## src/hdl/fba_pkg.sv

```systemverilog
// fba_pkg: shared constants, types and helpers for the frame bitmap allocator.
// No dependencies.
package fba_pkg;

	localparam int NUM_FRAMES = 4096;
	localparam int WORD_W     = 32;
	localparam int NUM_WORDS  = NUM_FRAMES / WORD_W;
	localparam int WADDR_W    = $clog2(NUM_WORDS);
	localparam int BIT_W      = $clog2(WORD_W);
	localparam int FRAME_W    = 12;
	localparam int STATUS_W   = 3;

	localparam logic [STATUS_W-1:0] ST_ALLOCATED = 3'd0;
	localparam logic [STATUS_W-1:0] ST_MAPPED    = 3'd1;
	localparam logic [STATUS_W-1:0] ST_FREED     = 3'd2;
	localparam logic [STATUS_W-1:0] ST_NOTHING   = 3'd3;
	localparam logic [STATUS_W-1:0] ST_EXHAUSTED = 3'd4;

	localparam logic KIND_ALLOC = 1'b0;
	localparam logic KIND_FREE  = 1'b1;

	localparam logic [WORD_W-1:0]  FULL_WORD = '1;
	localparam logic [WADDR_W-1:0] LAST_WORD = WADDR_W'(NUM_WORDS - 1);

	typedef logic [WORD_W-1:0]  word_t;
	typedef logic [WADDR_W-1:0] waddr_t;

	// write beat into the bitmap store
	typedef struct packed {
		logic   en;
		waddr_t addr;
		word_t  data;
	} fba_wr_t;

	// index of the lowest clear bit; only meaningful when the word is not full
	function automatic logic [BIT_W-1:0] lowest_zero(input word_t w);
		logic [BIT_W-1:0] idx;
		idx = '0;
		for (int i = WORD_W - 1; i >= 0; i--) begin
			if (!w[i]) idx = BIT_W'(i);
		end
		return idx;
	endfunction

endpackage

```

## src/hdl/fba_bitmap_ram.sv

```systemverilog
// fba_bitmap_ram: one-read one-write bitmap store, registered read, per-word valid bits.
// Depends on fba_pkg. A word never written reads as zero (frame free).
module fba_bitmap_ram (
	input  logic            clk,
	input  logic            arst_n,
	input  fba_pkg::waddr_t raddr,
	output fba_pkg::word_t  rdata,
	input  fba_pkg::fba_wr_t wr
);

	fba_pkg::word_t mem [fba_pkg::NUM_WORDS];
	logic [fba_pkg::NUM_WORDS-1:0] valid_q;
	fba_pkg::word_t rd_q;
	logic           rd_valid_q;

	always_ff @(posedge clk) begin
		if (wr.en) mem[wr.addr] <= wr.data;
		rd_q <= mem[raddr];
	end

	always_ff @(posedge clk or negedge arst_n) begin
		if (!arst_n) begin
			valid_q    <= '0;
			rd_valid_q <= 1'b0;
		end else begin
			if (wr.en) valid_q[wr.addr] <= 1'b1;
			rd_valid_q <= valid_q[raddr];
		end
	end

	assign rdata = rd_valid_q ? rd_q : '0;

endmodule

```

## src/hdl/frame_bitmap_allocator_unit.sv

```systemverilog
// frame_bitmap_allocator_unit: first-fit page frame allocator over a bitmap store.
// Depends on fba_pkg and fba_bitmap_ram.
//
//  channel  | handshake         | fields
//  ---------+-------------------+----------------------------------------------
//  request  | start / busy      | kind, current_frame, kernel_page, page_rw
//  result   | done (one cycle)  | status, new_frame, present, writable, user_mode
//
// Already-mapped and nothing-to-free requests answer in the cycle after the beat.
// A free answers after it steps through issue, read word and write back.
// An allocate scans one bitmap word per cycle from word 0 and answers once a word
// holds a free frame, or after the last word when every frame is used.
// Reset clears the per-word valid bits at once; no clearing pass is needed.
// The result cannot be stalled; busy is low in the cycle done is shown.
module frame_bitmap_allocator_unit (
	input  logic                          clk,
	input  logic                          arst_n,
	input  logic                          start,
	output logic                          busy,
	input  logic                          kind,
	input  logic [fba_pkg::FRAME_W-1:0]   current_frame,
	input  logic                          kernel_page,
	input  logic                          page_rw,
	output logic                          done,
	output logic [fba_pkg::STATUS_W-1:0]  status,
	output logic [fba_pkg::FRAME_W-1:0]   new_frame,
	output logic                          present,
	output logic                          writable,
	output logic                          user_mode
);

	localparam logic [1:0] S_IDLE  = 2'd0;
	localparam logic [1:0] S_ISSUE = 2'd1;
	localparam logic [1:0] S_CHECK = 2'd2;

	logic [1:0] state_q;

	logic                        kind_q, kern_q, wr_q;
	logic [fba_pkg::FRAME_W-1:0] cur_q;
	fba_pkg::waddr_t             addr_q;
	fba_pkg::waddr_t             addr_s1;

	fba_pkg::word_t  rdata;
	fba_pkg::fba_wr_t wr;

	logic                         done_q, pres_q, rw_q, usr_q;
	logic [fba_pkg::STATUS_W-1:0] status_q;
	logic [fba_pkg::FRAME_W-1:0]  nf_q;

	logic                   accept;
	logic                   word_full;
	logic [fba_pkg::BIT_W-1:0] zbit;
	logic [fba_pkg::BIT_W-1:0] cur_bit;

	assign accept    = start && !busy;
	assign busy      = (state_q != S_IDLE);
	assign word_full = (rdata == fba_pkg::FULL_WORD);
	assign zbit      = fba_pkg::lowest_zero(rdata);
	assign cur_bit   = cur_q[fba_pkg::BIT_W-1:0];

	fba_bitmap_ram u_ram (
		.clk    (clk),
		.arst_n (arst_n),
		.raddr  (addr_q),
		.rdata  (rdata),
		.wr     (wr)
	);

	// write back in the check cycle: set the found bit, or clear the freed one
	always_comb begin
		wr = '0;
		if (state_q == S_CHECK) begin
			if (kind_q == fba_pkg::KIND_FREE) begin
				wr.en   = 1'b1;
				wr.addr = addr_s1;
				wr.data = rdata & ~(fba_pkg::word_t'(1) << cur_bit);
			end else if (!word_full) begin
				wr.en   = 1'b1;
				wr.addr = addr_s1;
				wr.data = rdata | (fba_pkg::word_t'(1) << zbit);
			end
		end
	end

	always_ff @(posedge clk or negedge arst_n) begin
		if (!arst_n) begin
			state_q <= S_IDLE;
			done_q  <= 1'b0;
		end else begin
			done_q <= 1'b0;
			unique case (state_q)
				S_IDLE: begin
					if (accept) begin
						if ((kind == fba_pkg::KIND_ALLOC && current_frame != '0) ||
						    (kind == fba_pkg::KIND_FREE && current_frame == '0)) begin
							done_q <= 1'b1;
						end else begin
							state_q <= S_ISSUE;
						end
					end
				end
				S_ISSUE: state_q <= S_CHECK;
				S_CHECK: begin
					if (kind_q == fba_pkg::KIND_FREE || !word_full ||
					    addr_s1 == fba_pkg::LAST_WORD) begin
						state_q <= S_IDLE;
						done_q  <= 1'b1;
					end
				end
				default: state_q <= S_IDLE;
			endcase
		end
	end

	// payload and scan address
	always_ff @(posedge clk) begin
		unique case (state_q)
			S_IDLE: begin
				if (accept) begin
					kind_q <= kind;
					cur_q  <= current_frame;
					kern_q <= kernel_page;
					wr_q   <= page_rw;
					addr_q <= (kind == fba_pkg::KIND_FREE) ?
					          current_frame[fba_pkg::FRAME_W-1:fba_pkg::BIT_W] : '0;
					pres_q <= 1'b0;
					rw_q   <= 1'b0;
					usr_q  <= 1'b0;
					if (kind == fba_pkg::KIND_ALLOC) begin
						status_q <= fba_pkg::ST_MAPPED;
						nf_q     <= current_frame;
					end else begin
						status_q <= fba_pkg::ST_NOTHING;
						nf_q     <= '0;
					end
				end
			end
			S_ISSUE: begin
				addr_s1 <= addr_q;
				addr_q  <= addr_q + 1'b1;
			end
			S_CHECK: begin
				addr_s1 <= addr_q;
				addr_q  <= addr_q + 1'b1;
				pres_q  <= 1'b0;
				rw_q    <= 1'b0;
				usr_q   <= 1'b0;
				nf_q    <= '0;
				if (kind_q == fba_pkg::KIND_FREE) begin
					status_q <= fba_pkg::ST_FREED;
				end else if (!word_full) begin
					status_q <= fba_pkg::ST_ALLOCATED;
					nf_q     <= {addr_s1, zbit};
					pres_q   <= 1'b1;
					rw_q     <= wr_q;
					usr_q    <= ~kern_q;
				end else begin
					status_q <= fba_pkg::ST_EXHAUSTED;
				end
			end
			default: ;
		endcase
	end

	assign done      = done_q;
	assign status    = status_q;
	assign new_frame = nf_q;
	assign present   = pres_q;
	assign writable  = rw_q;
	assign user_mode = usr_q;

endmodule

```

## config.mk

```make
export PLATFORM = sky130hd
export DESIGN_NAME = frame_bitmap_allocator_unit
export DESIGN_NICKNAME = d
export VERILOG_FILES = /design/src/hdl/fba_pkg.sv /design/src/hdl/fba_bitmap_ram.sv /design/src/hdl/frame_bitmap_allocator_unit.sv
export SDC_FILE = /design/constraint.sdc
export NUM_CORES = 2
export LEC_CHECK = 0
export BUFFER_PORTS_ARGS = -buffer_cell sky130_fd_sc_hd__buf_2
export CAP_MARGIN = 20
export CORE_MARGIN = 4
export CORE_UTILIZATION = 50
export CTS_CLUSTER_SIZE = 28
export DETAILED_ROUTE_END_ITERATION = 8
export GPL_TIMING_DRIVEN = 1
export PLACE_DENSITY = 0.72
export SETUP_SLACK_MARGIN = 0.5
export SYNTH_ARGS = -nofsm -noshare
export SYNTH_HDL_FRONTEND = slang
export SYNTH_SLANG_ARGS = --single-unit
```

## constraint.sdc

```tcl
create_clock -name clk -period 10.5 [get_ports clk]
set_input_delay 1.575 -clock clk [delete_from_list [all_inputs] [get_ports clk]]
set_output_delay 1.575 -clock clk [all_outputs]
set_load 0.005 [all_outputs]
```

==> flow_summary.rst <==
.. list-table::
   :header-rows: 1

   * - Metric
     - Value
   * - Leading register cell type out of synthesis
     - edfxtp_1
   * - CTS Root Cell
     - clkbuf_16
   * - Capturing element type of the critical path
     - flip-flop
   * - Floorplan die width
     - 583 um
   * - Power density cells
     - 252 nW/um^2
   * - Area Growth Syn to Fin
     - 12.8%
   * - Number of antenna violations at the first check in global routing
     - 61
   * - R2R cell count
     - 9
   * - Number of port buffers
     - 37
   * - IO Count
     - 38
   * - Internal portion of total power
     - 32.4 mW
   * - Transition time at the pin with the least slew margin
     - 1.33 ns
   * - Status
     - completed
   * - Std-Cell Core Area
     - 328,000 sq um
   * - Initial Util
     - 0.504
   * - CTS H-tree lvls
     - 5
   * - Setup violation total in the final timing report
     - 0
   * - WL/cell
     - 36.0 um
   * - Clock slew at reported path FFs
     - 0.07 ns
   * - Skew-Pair Late Insertion Delay
     - 0.94 ns
   * - Clock buffer depth
     - 4
   * - Share of total power in sequential cells
     - 0.422
   * - Hold Crit Start
     - u_ram.valid_q[86]
   * - Met1 routed wirelength after detailed routing
     - 164 mm
   * - Number of hold-slack violations in the final timing report
     - 0
   * - Met2 layer wire length in the routed design
     - 211 mm
   * - Most frequently used cell type in the post-synthesis netlist
     - edfxtp_1
   * - Required time worst endpoint
     - 11.26 ns
   * - Total number of vias
     - 86,600
   * - Worst path arrival time
     - 6.64 ns
   * - Quantity of hold-fixing buffers added after cts
     - 0
   * - Share of Yosys cell area claimed by the top area cell type
     - 0.751
   * - Share of flip-flops with an asynchronous set or reset after synthesis
     - 0.0307
   * - Count of unique library cells instantiated by Yosys
     - 74
   * - Setup repair after global routing missed its margin
     - false
   * - Time the worst path needs with I/O delays and setup
     - 5.87 ns
   * - Clk sinks
     - 4,300
   * - Sequential element share of the synthesized area
     - 0.775
   * - Cell area after technology mapping
     - 165,000 sq um
   * - Vias/cell
     - 6.74
   * - Post-place instance area
     - 173,000 sq um
   * - Top layer used by detailed routing
     - met5
   * - P_leak
     - 57.4 nW
   * - Number of antenna-violating nets in the routed design
     - 0
   * - Largest clock skew in the final design
     - 0.0747 ns
   * - Count of yosys warnings during synthesis
     - 0
   * - Max-cap violation count
     - 0
   * - Number of placement rows
     - 210
   * - Die Ht
     - 583 um
   * - Worst Hold Path EP
     - u_ram.valid_q[86]
   * - HPWL after detailed placement
     - 259 mm
   * - Top area cells in the synthesized netlist
     - edfxtp_1 75%, mux4_2 12%, dfrtp_1 2.0%
   * - Commonest cells post-synth
     - 4,136 x edfxtp_1, 904 x mux4_2, 323 x mux2i_1
   * - Net switching power
     - 14.5 mW
   * - Destination of the worst register-to-register timing path
     - u_ram.rd_q[15]
   * - Total iterations of the first detailed-routing run
     - 6
   * - Final cell area excluding filler cells
     - 187,000 sq um
   * - Final GP Congestion
     - 0.915
   * - Slew margin rel.
     - 0.110
   * - Net Count, Synth
     - 7,839
   * - Count of buffers added by post-CTS timing repair for setup
     - 0
   * - Switching Fraction
     - 0.310
   * - Hold path cells
     - 1
   * - Worst Hold Class
     - reg2reg
   * - Number of cells produced by synthesis
     - 7,817
   * - Largest area contributor in the synthesized netlist
     - edfxtp_1
   * - Number of gates resized after cts
     - 0
   * - CTS tree
     - yes
   * - Fmax
     - 170 MHz
   * - Maximum VDD drop
     - 0.191 mV
   * - Sum Neg Setup Slack
     - 0 ns
   * - Internal reg-to-reg setup slack
     - 4.63 ns
   * - DR iter-0 viols
     - 14,600
   * - Die area
     - 340,000 sq um
   * - Fin nets
     - 8,140
   * - Part of the total power dissipated in the clock network
     - 0.311
   * - Largest net degree at the start of global routing
     - 137
   * - Crit Path Max Fanout
     - 90
   * - Layout cells sized above 1
     - 0.251
   * - TritonCTS Buffers
     - 402
   * - Minimum hold slack
     - 0.470 ns
   * - Total length of routed met3 wires
     - 65.5 mm
   * - Synthesized flop and latch total
     - 4,300
   * - Overall routed net length
     - 462 mm
   * - Number of synthesized flops with an enable pin
     - 4,136
   * - Final cycle utilization of the critical path
     - 0.559
   * - Number of global-route vias before repair
     - 84,500
   * - Crit Reg-Reg Startpoint
     - addr_q[0]
   * - Share of total power in combinational logic
     - 0.267
   * - Worst Path Class, Setup
     - reg2reg
   * - Final core utilization
     - 0.568
   * - Remaining global-route overflow
     - 0
   * - DRC violations left
     - 0
   * - Wire length of the first global-routing pass
     - 650 mm
   * - Synthesized area divided by synthesized cell count
     - 21.1 sq um
   * - Category of the worst setup path launch point
     - flip-flop
   * - Count of final max-slew check failures
     - 0
   * - GRT Util Overall
     - 0.269
## area by class of cell
cell class | count | area (sq um)
sequential | 4300 | 128000
antenna | 53 | 133
clock inverter | 232 | 2420
inverter | 15 | 56.3
multi-input combinational | 3030 | 36700
clock buffer | 495 | 10700
timing repair buffer | 369 | 2980
tap | 4346 | 5440
fill | 23100 | 142000
## kinds of logic after synthesis
group / Yosys count / synth area share
multiplexers: 1296 / 0.147
buffers and inverters: 487 / 0.0122
AO/OA/AOI/OAI: 934 / 0.0401
AND/OR/NAND/NOR: 791 / 0.0247
XOR/XNOR: 5 / 0.000265
adder cells (fa/ha/maj): 4 / 0.000303
flip-flops: 4300 / 0.775
## registers in the layout, summed over array words and instances (netlist names), 2 cells and up
| name | cells |
|---|---|
| u_ram.mem | 4096 |
| addr_s1 | 7 |
| cur_q | 5 |
| addr_q | 7 |
| state_q | 2 |
| u_ram.valid_q | 128 |
| new_frame | 12 |
| u_ram.rd_q | 32 |
| status | 3 |
## critical path: stages (launching register included)
cell,delay [ns]
edfxtp_1,0.41
buf_4,0.58
buf_4,0.65
buf_12,0.63
and2_2,0.29
buf_4,0.55
a22oi_1,0.16
nand3_1,0.25
nand4_1,1.02
or4_1,0.90
## worst max path at each step
stage / startpoint / endpoint / slack (ns)
final: addr_q[0] / u_ram.rd_q[15] / 4.63
after global routing: addr_q[0] / u_ram.rd_q[0] / 4.51
after CTS: addr_q[0] / u_ram.rd_q[0] / 4.76
after detailed placement: addr_q[0] / u_ram.rd_q[9] / 4.78
after global placement: addr_q[0] / u_ram.rd_q[8] / 4.74
after floorplan: u_ram.rd_valid_q / u_ram.mem[0][4] / 2.08
## metrics by stage
stage / instances / worst slack [ns] / power (mW)
6_report: 12800 / 4.63 / 46.9
4_1_cts: 12800 / 4.76 / 46.8
5_1_grt: 12800 / 4.51 / 48.2
2_1_floorplan: 7817 / 2.08 / 27.7
3_5_place_dp: 12000 / 4.78 / 32.4
3_3_place_gp: 12000 / 4.74 / 32.3
## power by group through the flow
stage / combinational, mW / clock, mW / sequential (mW)
floorplan: 7.67 / 0 / 20.0
global route: 13.0 / 15.5 / 19.8
detailed placement: 12.3 / 0 / 20.1
finish: 12.5 / 14.6 / 19.8
CTS: 12.3 / 14.7 / 19.8
global placement: 12.1 / 0 / 20.1
## per-layer routing
| metal | global-route usage | vias to the layer above |
|---|---|---|
| met2 | 0.403 | 6832 |
| met1 | 0.374 | 45200 |
| met5 | 0 | - |
| li1 | - | 33500 |
| met4 | 0.110 | 28 |
| met3 | 0.0801 | 944 |
## cells in the final DEF (no fill, tap or decap), types with 13 or more instances in the layout
cell type and count:
edfxtp_1 4136, mux4_2 904, clkbuf_16 409, mux2i_1 323, buf_4 303, a22oi_1 300
nand2_1 157, dfrtp_1 132, nor2_4 130, nand3_1 120, o21bai_1 112, a21oi_1 96
and3_1 96, clkinv_1 81, clkbuf_1 75, clkinv_2 71, mux2_2 69, o21ai_0 62
a31oi_1 58, diode_2 53, a211oi_1 53, o22ai_1 52, nand4_1 46, bufinv_16 46
nor2_1 45, nor2b_1 43, buf_2 36, o2111ai_1 32, dfxtp_1 32, or4_1 31
a22o_1 27, o211ai_1 23, a211o_1 22, buf_12 16, inv_1 15, clkinvlp_4 15
o21ai_1 14, and2_1 13
Power figures use the tool's default switching activity.
